$ cat config.mk
export PLATFORM = sky130hd
export DESIGN_NAME = aging_page_replacement_core
export DESIGN_NICKNAME = d
export VERILOG_FILES = /design/src/sv/aprep_pkg.sv /design/src/sv/aprep_ram.sv /design/src/sv/aprep_scan.sv /design/src/sv/aging_page_replacement_core.sv
export SDC_FILE = /design/constraint.sdc
export NUM_CORES = 1
export LEC_CHECK = 0
export BUFFER_PORTS_ARGS = -buffer_cell sky130_fd_sc_hd__buf_2
export CAP_MARGIN = 25
export CORE_AREA = 2 2 258 260
export CTS_BUF_LIST = sky130_fd_sc_hd__clkbuf_8
export DETAILED_ROUTE_END_ITERATION = 8
export DIE_AREA = 0 0 260 262
export PLACE_DENSITY_LB_ADDON = 0.12
export SYNTH_ARGS = -nofsm -noshare
export SYNTH_HDL_FRONTEND = slang
export SYNTH_SLANG_ARGS = --single-unit
$ cat constraint.sdc
create_clock -name clk -period 11.8 [get_ports clk]
set_input_delay 1.18 -clock clk [delete_from_list [all_inputs] [get_ports clk]]
set_output_delay 1.18 -clock clk [all_outputs]
set_load 0.01 [all_outputs]
$ cat src/sv/aprep_pkg.sv
// ----------------------------------------------------------------------------
// aprep_pkg
// Shared types and constants for the aging page-replacement core.
// ----------------------------------------------------------------------------
package aprep_pkg;

    localparam int FRAMES_DEF   = 16;
    localparam int AGE_BITS_DEF = 8;
    localparam int PAGE_BITS    = 16;
    localparam int CFG_BITS     = 5;
    localparam int CFG_RESET    = 16;
    localparam int COUNT_BITS   = 32;
    localparam int FIDX_BITS    = 4;
    localparam int IN_BYTES_W   = 16;
    localparam int OUT_BYTES_W  = 88;

    typedef enum logic [2:0] {
        ST_IDLE,
        ST_SCAN,
        ST_SCAN_END,
        ST_DECIDE,
        ST_AGE,
        ST_AGE_END,
        ST_DONE
    } state_t;

    typedef struct packed {
        logic clear;
        logic sample;
        logic valid;
    } scan_ctrl_t;

    typedef struct packed {
        logic hit_found;
        logic empty_found;
    } scan_flags_t;

endpackage

$ cat src/sv/aprep_ram.sv
// ----------------------------------------------------------------------------
// aprep_ram
// Generic simple dual-port RAM, one write and one registered read port.
// ----------------------------------------------------------------------------
module aprep_ram #(
    parameter int WIDTH = 24,
    parameter int DEPTH = 16
) (
    input  logic                     clk,
    input  logic                     we,
    input  logic [$clog2(DEPTH)-1:0] waddr,
    input  logic [WIDTH-1:0]         wdata,
    input  logic [$clog2(DEPTH)-1:0] raddr,
    output logic [WIDTH-1:0]         rdata
);

    logic [WIDTH-1:0] mem [DEPTH];
    logic [WIDTH-1:0] rdata_reg;

    always_ff @(posedge clk)
    begin
        if (we)
        begin
            mem[waddr] <= wdata;
        end
        rdata_reg <= mem[raddr];
    end

    assign rdata = rdata_reg;

endmodule

$ cat src/sv/aprep_scan.sv
// ----------------------------------------------------------------------------
// aprep_scan
// Shared compare unit: tracks first match, first empty frame and oldest frame
// as frames stream out of the frame memory one per cycle.
// ----------------------------------------------------------------------------
module aprep_scan #(
    parameter int FRAMES   = aprep_pkg::FRAMES_DEF,
    parameter int AGE_BITS = aprep_pkg::AGE_BITS_DEF
) (
    input  logic                           clk,
    input  logic                           rst_n,
    input  aprep_pkg::scan_ctrl_t          ctrl,
    input  logic [$clog2(FRAMES)-1:0]      idx,
    input  logic [aprep_pkg::PAGE_BITS-1:0] page_req,
    input  logic [aprep_pkg::PAGE_BITS-1:0] page_rd,
    input  logic [AGE_BITS-1:0]            age_rd,
    output aprep_pkg::scan_flags_t         flags,
    output logic [$clog2(FRAMES)-1:0]      hit_idx,
    output logic [$clog2(FRAMES)-1:0]      empty_idx,
    output logic [$clog2(FRAMES)-1:0]      min_idx,
    output logic [aprep_pkg::PAGE_BITS-1:0] min_page
);

    localparam int IDX_W = $clog2(FRAMES);

    aprep_pkg::scan_flags_t              flags_reg, flags_next;
    logic                                min_vld_reg, min_vld_next;
    logic [IDX_W-1:0]                    hit_idx_reg, hit_idx_next;
    logic [IDX_W-1:0]                    empty_idx_reg, empty_idx_next;
    logic [IDX_W-1:0]                    min_idx_reg, min_idx_next;
    logic [AGE_BITS-1:0]                 min_age_reg, min_age_next;
    logic [aprep_pkg::PAGE_BITS-1:0]     min_page_reg, min_page_next;

    always_ff @(posedge clk or negedge rst_n)
    begin
        if (!rst_n)
        begin
            flags_reg   <= '0;
            min_vld_reg <= 1'b0;
        end
        else
        begin
            flags_reg   <= flags_next;
            min_vld_reg <= min_vld_next;
        end
    end

    always_ff @(posedge clk)
    begin
        hit_idx_reg   <= hit_idx_next;
        empty_idx_reg <= empty_idx_next;
        min_idx_reg   <= min_idx_next;
        min_age_reg   <= min_age_next;
        min_page_reg  <= min_page_next;
    end

    always_comb
    begin
        flags_next     = flags_reg;
        min_vld_next   = min_vld_reg;
        hit_idx_next   = hit_idx_reg;
        empty_idx_next = empty_idx_reg;
        min_idx_next   = min_idx_reg;
        min_age_next   = min_age_reg;
        min_page_next  = min_page_reg;
        if (ctrl.clear)
        begin
            flags_next   = '0;
            min_vld_next = 1'b0;
        end
        else if (ctrl.sample)
        begin
            if (!flags_reg.hit_found && ctrl.valid && (page_rd == page_req))
            begin
                flags_next.hit_found = 1'b1;
                hit_idx_next         = idx;
            end
            if (!flags_reg.empty_found && !ctrl.valid)
            begin
                flags_next.empty_found = 1'b1;
                empty_idx_next         = idx;
            end
            // strict less-than keeps the lowest index on ties
            if (!min_vld_reg || (age_rd < min_age_reg))
            begin
                min_vld_next  = 1'b1;
                min_idx_next  = idx;
                min_age_next  = age_rd;
                min_page_next = page_rd;
            end
        end
    end

    assign flags     = flags_reg;
    assign hit_idx   = hit_idx_reg;
    assign empty_idx = empty_idx_reg;
    assign min_idx   = min_idx_reg;
    assign min_page  = min_page_reg;

endmodule

$ cat src/sv/aging_page_replacement_core.sv
// ----------------------------------------------------------------------------
// aging_page_replacement_core
// Aging page-replacement table with one request and one result per item.
// ----------------------------------------------------------------------------
// Requests are taken one at a time. A request holds the block from acceptance
// through the scan sweep, the decision and the aging sweep until its result
// register is loaded, later if the previous result is still waiting there.
// Page and age for all frames sit in one frame memory with one read port,
// while the resident bits are flops; the memory is swept once to find a match,
// the first empty frame and the oldest frame, then swept again to write back
// the aged entries. s_tready is high only between requests; one finished
// result can wait in the output register while the next request is taken.
// frames_in_use is written through cfg_wr_en and cfg_wr_data; the user must
// write it only while no request is in flight, as the block does not enforce
// this. 0 acts as 1 and values above FRAMES act as FRAMES.
module aging_page_replacement_core #(
    parameter int FRAMES   = aprep_pkg::FRAMES_DEF,
    parameter int AGE_BITS = aprep_pkg::AGE_BITS_DEF
) (
    input  logic                                clk,
    input  logic                                rst_n,
    input  logic                                cfg_wr_en,
    input  logic [aprep_pkg::CFG_BITS-1:0]      cfg_wr_data,  // frames_in_use
    input  logic                                s_tvalid,
    output logic                                s_tready,
    input  logic [aprep_pkg::IN_BYTES_W-1:0]    s_tdata,      // page_number
    output logic                                m_tvalid,
    input  logic                                m_tready,
    // hit, frame_index, evicted_valid, evicted_page, hit_total, miss_total
    output logic [aprep_pkg::OUT_BYTES_W-1:0]   m_tdata
);

    localparam int IDX_W  = $clog2(FRAMES);
    localparam int PG_W   = aprep_pkg::PAGE_BITS;
    localparam int CNT_W  = aprep_pkg::COUNT_BITS;
    localparam int ENT_W  = PG_W + AGE_BITS;
    localparam int FIDX_W = aprep_pkg::FIDX_BITS;

    aprep_pkg::state_t      state_reg, state_next;
    logic [aprep_pkg::CFG_BITS-1:0] cfg_reg;
    logic [IDX_W-1:0]       cnt_reg, cnt_next;
    logic [IDX_W-1:0]       last_reg, last_next;
    logic [PG_W-1:0]        page_reg, page_next;
    logic                   samp_vld_reg, samp_vld_next;
    logic                   samp_age_reg, samp_age_next;
    logic [IDX_W-1:0]       samp_idx_reg, samp_idx_next;
    logic [FRAMES-1:0]      valid_reg, valid_next;
    logic [IDX_W-1:0]       slot_reg, slot_next;
    logic                   hit_reg, hit_next;
    logic                   ev_vld_reg, ev_vld_next;
    logic [PG_W-1:0]        ev_page_reg, ev_page_next;
    logic [CNT_W-1:0]       hit_cnt_reg, hit_cnt_next;
    logic [CNT_W-1:0]       miss_cnt_reg, miss_cnt_next;
    logic                   out_vld_reg, out_vld_next;
    logic [aprep_pkg::OUT_BYTES_W-1:0] out_data_reg, out_data_next;

    logic [31:0]            eff_m1;
    logic [ENT_W-1:0]       rd_data;
    logic [ENT_W-1:0]       wr_data;
    logic                   ram_we;
    logic [PG_W-1:0]        rd_page;
    logic [AGE_BITS-1:0]    rd_age;
    logic [AGE_BITS-1:0]    new_age;
    logic [PG_W-1:0]        new_page;
    logic                   is_slot;
    logic [IDX_W+FIDX_W-1:0] slot_ext;

    aprep_pkg::scan_ctrl_t  scan_ctrl;
    aprep_pkg::scan_flags_t scan_flags;
    logic [IDX_W-1:0]       hit_idx;
    logic [IDX_W-1:0]       empty_idx;
    logic [IDX_W-1:0]       min_idx;
    logic [PG_W-1:0]        min_page;

    assign rd_page = rd_data[ENT_W-1:AGE_BITS];
    assign rd_age  = rd_data[AGE_BITS-1:0];

    always_comb
    begin
        if (cfg_reg == '0)
        begin
            eff_m1 = 32'd0;
        end
        else if (32'(cfg_reg) > 32'(FRAMES))
        begin
            eff_m1 = 32'(FRAMES - 1);
        end
        else
        begin
            eff_m1 = 32'(cfg_reg) - 32'd1;
        end
    end

    aprep_ram #(
        .WIDTH (ENT_W),
        .DEPTH (FRAMES)
    ) u_ram (
        .clk   (clk),
        .we    (ram_we),
        .waddr (samp_idx_reg),
        .wdata (wr_data),
        .raddr (cnt_reg),
        .rdata (rd_data)
    );

    assign scan_ctrl.clear  = (state_reg == aprep_pkg::ST_IDLE);
    assign scan_ctrl.sample = samp_vld_reg && !samp_age_reg;
    assign scan_ctrl.valid  = valid_reg[samp_idx_reg];

    aprep_scan #(
        .FRAMES   (FRAMES),
        .AGE_BITS (AGE_BITS)
    ) u_scan (
        .clk       (clk),
        .rst_n     (rst_n),
        .ctrl      (scan_ctrl),
        .idx       (samp_idx_reg),
        .page_req  (page_reg),
        .page_rd   (rd_page),
        .age_rd    (rd_age),
        .flags     (scan_flags),
        .hit_idx   (hit_idx),
        .empty_idx (empty_idx),
        .min_idx   (min_idx),
        .min_page  (min_page)
    );

    // aging write-back
    assign is_slot = (samp_idx_reg == slot_reg);
    assign ram_we  = samp_vld_reg && samp_age_reg;

    always_comb
    begin
        new_age  = {1'b0, rd_age[AGE_BITS-1:1]};
        new_page = rd_page;
        if (is_slot)
        begin
            if (hit_reg)
            begin
                new_age = {1'b1, rd_age[AGE_BITS-1:1]};
            end
            else
            begin
                new_age  = {1'b1, {(AGE_BITS-1){1'b0}}};
                new_page = page_reg;
            end
        end
        wr_data = {new_page, new_age};
    end

    assign slot_ext = {{FIDX_W{1'b0}}, slot_reg};

    always_ff @(posedge clk or negedge rst_n)
    begin
        if (!rst_n)
        begin
            state_reg    <= aprep_pkg::ST_IDLE;
            cfg_reg      <= aprep_pkg::CFG_BITS'(aprep_pkg::CFG_RESET);
            cnt_reg      <= '0;
            samp_vld_reg <= 1'b0;
            samp_age_reg <= 1'b0;
            valid_reg    <= '0;
            hit_cnt_reg  <= '0;
            miss_cnt_reg <= '0;
            out_vld_reg  <= 1'b0;
        end
        else
        begin
            state_reg    <= state_next;
            if (cfg_wr_en)
            begin
                cfg_reg <= cfg_wr_data;
            end
            cnt_reg      <= cnt_next;
            samp_vld_reg <= samp_vld_next;
            samp_age_reg <= samp_age_next;
            valid_reg    <= valid_next;
            hit_cnt_reg  <= hit_cnt_next;
            miss_cnt_reg <= miss_cnt_next;
            out_vld_reg  <= out_vld_next;
        end
    end

    always_ff @(posedge clk)
    begin
        last_reg     <= last_next;
        page_reg     <= page_next;
        samp_idx_reg <= samp_idx_next;
        slot_reg     <= slot_next;
        hit_reg      <= hit_next;
        ev_vld_reg   <= ev_vld_next;
        ev_page_reg  <= ev_page_next;
        out_data_reg <= out_data_next;
    end

    always_comb
    begin
        state_next    = state_reg;
        cnt_next      = cnt_reg;
        last_next     = last_reg;
        page_next     = page_reg;
        samp_vld_next = 1'b0;
        samp_age_next = samp_age_reg;
        samp_idx_next = cnt_reg;
        valid_next    = valid_reg;
        slot_next     = slot_reg;
        hit_next      = hit_reg;
        ev_vld_next   = ev_vld_reg;
        ev_page_next  = ev_page_reg;
        hit_cnt_next  = hit_cnt_reg;
        miss_cnt_next = miss_cnt_reg;
        out_vld_next  = out_vld_reg && !m_tready;
        out_data_next = out_data_reg;
        s_tready      = 1'b0;

        unique case (state_reg)
            aprep_pkg::ST_IDLE:
            begin
                s_tready = 1'b1;
                cnt_next = '0;
                if (s_tvalid)
                begin
                    page_next  = s_tdata[PG_W-1:0];
                    last_next  = eff_m1[IDX_W-1:0];
                    state_next = aprep_pkg::ST_SCAN;
                end
            end
            aprep_pkg::ST_SCAN:
            begin
                samp_vld_next = 1'b1;
                samp_age_next = 1'b0;
                if (cnt_reg == last_reg)
                begin
                    state_next = aprep_pkg::ST_SCAN_END;
                end
                else
                begin
                    cnt_next = cnt_reg + 1'b1;
                end
            end
            aprep_pkg::ST_SCAN_END:
            begin
                state_next = aprep_pkg::ST_DECIDE;
            end
            aprep_pkg::ST_DECIDE:
            begin
                cnt_next     = '0;
                ev_vld_next  = 1'b0;
                ev_page_next = '0;
                hit_next     = scan_flags.hit_found;
                if (scan_flags.hit_found)
                begin
                    slot_next = hit_idx;
                    if (hit_cnt_reg != '1)
                    begin
                        hit_cnt_next = hit_cnt_reg + 1'b1;
                    end
                end
                else
                begin
                    if (scan_flags.empty_found)
                    begin
                        slot_next = empty_idx;
                    end
                    else
                    begin
                        slot_next    = min_idx;
                        ev_vld_next  = 1'b1;
                        ev_page_next = min_page;
                    end
                    valid_next[slot_next] = 1'b1;
                    if (miss_cnt_reg != '1)
                    begin
                        miss_cnt_next = miss_cnt_reg + 1'b1;
                    end
                end
                state_next = aprep_pkg::ST_AGE;
            end
            aprep_pkg::ST_AGE:
            begin
                samp_vld_next = 1'b1;
                samp_age_next = 1'b1;
                if (cnt_reg == last_reg)
                begin
                    state_next = aprep_pkg::ST_AGE_END;
                end
                else
                begin
                    cnt_next = cnt_reg + 1'b1;
                end
            end
            aprep_pkg::ST_AGE_END:
            begin
                state_next = aprep_pkg::ST_DONE;
            end
            aprep_pkg::ST_DONE:
            begin
                if (!out_vld_reg || m_tready)
                begin
                    out_vld_next  = 1'b1;
                    out_data_next = {2'b00, miss_cnt_reg, hit_cnt_reg, ev_page_reg,
                                     ev_vld_reg, slot_ext[FIDX_W-1:0], hit_reg};
                    state_next    = aprep_pkg::ST_IDLE;
                end
            end
            default:
            begin
                state_next = aprep_pkg::ST_IDLE;
            end
        endcase
    end

    assign m_tvalid = out_vld_reg;
    assign m_tdata  = out_data_reg;

    a_busy_after_accept: assert property (@(posedge clk) disable iff (!rst_n)
        (s_tvalid && s_tready) |=> !s_tready)
        else $error("request taken while previous one still in flight");

    a_hit_no_evict: assert property (@(posedge clk) disable iff (!rst_n)
        (state_reg == aprep_pkg::ST_DONE) && hit_reg |-> !ev_vld_reg)
        else $error("eviction reported on a hit");

    a_write_in_age: assert property (@(posedge clk) disable iff (!rst_n)
        ram_we |-> (state_reg == aprep_pkg::ST_AGE) || (state_reg == aprep_pkg::ST_AGE_END))
        else $error("frame memory written outside the aging sweep");

    a_one_count: assert property (@(posedge clk) disable iff (!rst_n)
        (state_reg == aprep_pkg::ST_DECIDE) |=>
            ((hit_cnt_reg != $past(hit_cnt_reg)) + (miss_cnt_reg != $past(miss_cnt_reg))) <= 1)
        else $error("both counters moved on one request");

    a_slot_valid: assert property (@(posedge clk) disable iff (!rst_n)
        (state_reg == aprep_pkg::ST_AGE) |-> valid_reg[slot_reg])
        else $error("chosen frame not marked resident");

endmodule
==> flow_metrics.env <==
export IMPL_tritoncts="built"
export IMPL_grt_pass1_wl_mm=90.06
export IMPL_syn2layout_area_growth_pct=14.85
export IMPL_finalWorstPathRequiredPeriod_ns=3.341
export IMPL_power_static_leakage_nw=10.60
export IMPL_maxCapViolations=0
export IMPL_post_drt_via_cell_ratio=5.234
export IMPL_max_clock_path_buffers=3
export IMPL_combinational_family_with_the_most_area_after_synthesis="multiplexers"
export IMPL_finalMaxSlewViolations=0
export IMPL_io_pins=116
export IMPL_path_class="register to register"
export IMPL_crit_path_max_fanout=17
export IMPL_timing_fmax_mhz=299.4
export IMPL_finalHoldViolCount=0
export IMPL_multi_input_comb_area_sq_um=6210
export IMPL_clock_tree_root_cell="clkbuf_8"
export IMPL_clock_sink_count=674
export IMPL_place_congestion=0.7866
export IMPL_worst_slew_pin_transition_ns=0.9908
export IMPL_yosys_area_share_adder=0.005299
export IMPL_core_sq_um=65280
export IMPL_timing_critical_path_from_type="register"
export IMPL_synth_area_in_simple_gates=0.06263
export IMPL_rsz0062_at_grt="no"
export IMPL_cpMostUsedCell="buf_4"
export IMPL_crit_path_top_delay_cell="dfxtp_1"
export IMPL_detail_route_wirelength_mm=60.18
export IMPL_synthFlopType="edfxtp_1"
export IMPL_synth_edff_count=548
export IMPL_worst_skew_pair_latency_ns=0.72
export IMPL_hold_worst_slack_ns=0.4111
export IMPL_syn_area_sq_um=25970
export IMPL_timing_final_crit_share=0.2831
export IMPL_cts_buffers_inserted=110
export IMPL_power_density_nw_per_um2=216.6
export IMPL_grt_util_all_layers=0.1797
export IMPL_place_hpwl_mm=34.02
export IMPL_final_setup_skew_ns=0.03365
export IMPL_number_of_global_route_vias_before_repair=14130
export IMPL_largest_reg_flops=384
export IMPL_fp_row_count=94
export IMPL_avgSynthCellArea_sq_um=17.44
export IMPL_total_power_w=0.006460
export IMPL_holdCritPathClass="register to register"
export IMPL_synth_xor_area_frac=0.02799
export IMPL_grt_ovfl_total=0
export IMPL_grt_antenna_before_repair=1
export IMPL_post_route_drc_count=0
export IMPL_cts_hold_fix_buffers=0
export IMPL_required_ns=12.21
export IMPL_synth_mux_area_fraction=0.09606
export IMPL_worst_setup_hold_path_clk_slew_ns=0.06
export IMPL_crit_path_end_kind="register"
export IMPL_avgRoutedWirePerCell_um=22.80
export IMPL_htree_levels=3
export IMPL_endpoint_arrival_time_on_the_critical_path_ns=3.75
export IMPL_yosys_warnings=0
export IMPL_vias=13820
export IMPL_cts_repair_resize_count=0
export IMPL_post_synthesis_cell_type_count=56
export IMPL_floorplan_die_area_sq_um=68120
export IMPL_largest_reg_by_ff_count="u_ram.mem"
export IMPL_cts_setup_buffers=0
export IMPL_layout_area_seq_sq_um=19470
export IMPL_status="completed"
export IMPL_drtIter0Drc=861
export IMPL_tns_setup_ns=0
export IMPL_synth_compound_area_frac=0.04350
export IMPL_path_cells="xor2_1, nor4_2, buf_4, nor2b_2, buf_4, mux2_2"
export IMPL_post_route_util=0.4570
export IMPL_die_w_um=260
export IMPL_portBuffers=113
export IMPL_drtPass1Iterations=5
export IMPL_maxSlewHeadroom=0.3381
export IMPL_report_final_setup_viol=0
export IMPL_nNetsFinal=1720
export IMPL_die_h_um=262
export IMPL_final_antenna_net_count=0
export IMPL_post_route_cells_drive_above_1_share=0.2270
export IMPL_asyncSetResetFlopFracSynth=0.1454
export IMPL_netlist_instances=1489
export IMPL_timing_critical_path_slowest_cell_delay_ns=0.71
export IMPL_synth_seq_cells=674
export IMPL_post_synthesis_sequential_area_ratio=0.7496
export IMPL_filler_cell_count=5730
export IMPL_initial_core_util=0.3979
export IMPL_irDropWorstVdd_mv=0.09153
export IMPL_pin_count_of_the_biggest_net_entering_global_routing=76
[cell usage in the layout (no fill, tap or decap), types with 7 or more instances in the layout]
cell type	netlist	routed
inv_1	20	64
and4_1	8	8
nor2b_1	14	11
clkinv_2	0	7
xor2_1	26	26
mux2i_1	103	103
dfrtp_1	97	95
mux2_2	26	26
nor2_1	44	32
clkinv_1	0	16
and2_1	20	19
nand4_1	36	36
dfxtp_1	28	28
nand2b_1	7	7
nand2_1	64	64
mux4_2	52	52
o21ai_0	40	40
a221oi_1	48	48
a21oi_1	10	9
nand3_1	33	33
xnor2_1	57	57
o21bai_1	12	12
and3_1	16	16
edfxtp_1	548	548
buf_4	5	33
buf_2	29	112
nor2_2	0	12
a21o_1	10	10
a22oi_1	26	26
clkbuf_8	0	129
nor3_1	24	20
ha_1	11	11
[cell usage after synthesis, drive strengths merged (2+ instances only)]
master	instances	area (sq um)
a21o	10	75.07
a21oi	10	50.05
a221oi	48	420.4
a22oi	26	195.2
a32oi	2	17.52
a41oi	2	17.52
and2	20	125.1
and3	16	100.1
and4	9	81.33
buf	37	193.9
clkbuf	30	113.9
dfrtp	97	2427
dfxtp	28	560.5
edfxtp	548	16460
ha	11	137.6
inv	20	75.07
mux2	26	292.8
mux2i	103	1031
mux4	52	1171
nand2	64	240.2
nand2b	7	43.79
nand3	33	165.2
nand3b	3	22.52
nand4	39	271.5
nand4bb	2	22.52
nor2	44	165.2
nor2b	14	87.58
nor3	24	120.1
nor3b	2	15.01
nor4	8	95.09
o21ai	40	200.2
o21bai	12	90.09
or3	4	30.03
or4	3	22.52
xnor2	57	499.2
xor2	26	227.7
[path summary, 6_finish.rpt]
check / from / end / slack [ns] / depth (start not counted)
worst min-delay path: ev_page_reg[2]$_SDFFCE_PP0P_ / m_tdata[8]$_DFFE_PP_ / 0.41 / 0
worst max register to register: samp_idx_reg[3]$_DFF_P_ / u_ram.mem[3][23]$_DFFE_PP_ / 8.46 / 6
min in group asynchronous: rst_n / miss_cnt_reg[31]$_DFFE_PN0P_ / 0.45 / 1
max in group asynchronous: rst_n / cnt_reg[0]$_DFFE_PN0P_ / 10.09 / 2
worst min register to register: ev_page_reg[2]$_SDFFCE_PP0P_ / m_tdata[8]$_DFFE_PP_ / 0.41 / 0
worst max-delay path: samp_idx_reg[3]$_DFF_P_ / u_ram.mem[3][23]$_DFFE_PP_ / 8.46 / 6
[final cells by class]
class | count | share of cell area
Tap cell | 864 | 0.03624
Clock inverter | 75 | 0.01158
Timing Repair Buffer | 148 | 0.02903
Multi-Input combinational cell | 729 | 0.2082
Inverter | 20 | 0.002517
Antenna cell | 1 | 0.00008389
Sequential cell | 674 | 0.6529
Clock buffer | 129 | 0.05952
[kinds of logic (layout without fill, tap and decap cells)]
logic type | after synthesis | after routing
DFF | 674 | 674
and+or+nand+nor | 294 | 294
muxes | 181 | 181
AOI/OAI and AO/OA | 158 | 158
buffers and inverters | 87 | 372
xor gates and xnor gates | 83 | 83
adders and majority gates | 11 | 11
other | 1 | 3
[per-stage QoR]
step                      setup WS (ns)  cells  area (sq um)
after floorplan                   6.124   1490         25980
after global placement            8.488   2432         27650
after detailed placement          8.446   2434         27680
after CTS                         8.420   2638         29800
after global routing              8.292   2640         29830
final                             8.459   2640         29830
[power by group]
group	switching (W)	internal, W	leakage (nW)
logic	0.000775	0.000495	2.93
registers	0.000197	0.00308	6.42
clock network	0.000914	0.000996	1.25
total	0.00189	0.00457	10.6
[layer usage]
| metal | global-route usage | vias up | share of wire |
|---|---|---|---|
| met3 | 0.03183 | 67 | 0.046 |
| met4 | 0.05364 | 0 | 0.016 |
| met5 | 0 | - | 0 |
| met1 | 0.2505 | 7121 | 0.46 |
| met2 | 0.2897 | 369 | 0.47 |
| li1 | - | 6260 | - |
[worst max-delay path: cells and delay by family, from the launching register on]
kind                   cells  cell delay, ns
XOR/XNOR                   1            0.15
buffers and inverters      2            0.68
flip-flops                 1            0.71
multiplexers               1            0.50
AND/OR/NAND/NOR            2            0.97
Power figures use the tool's default switching activity.
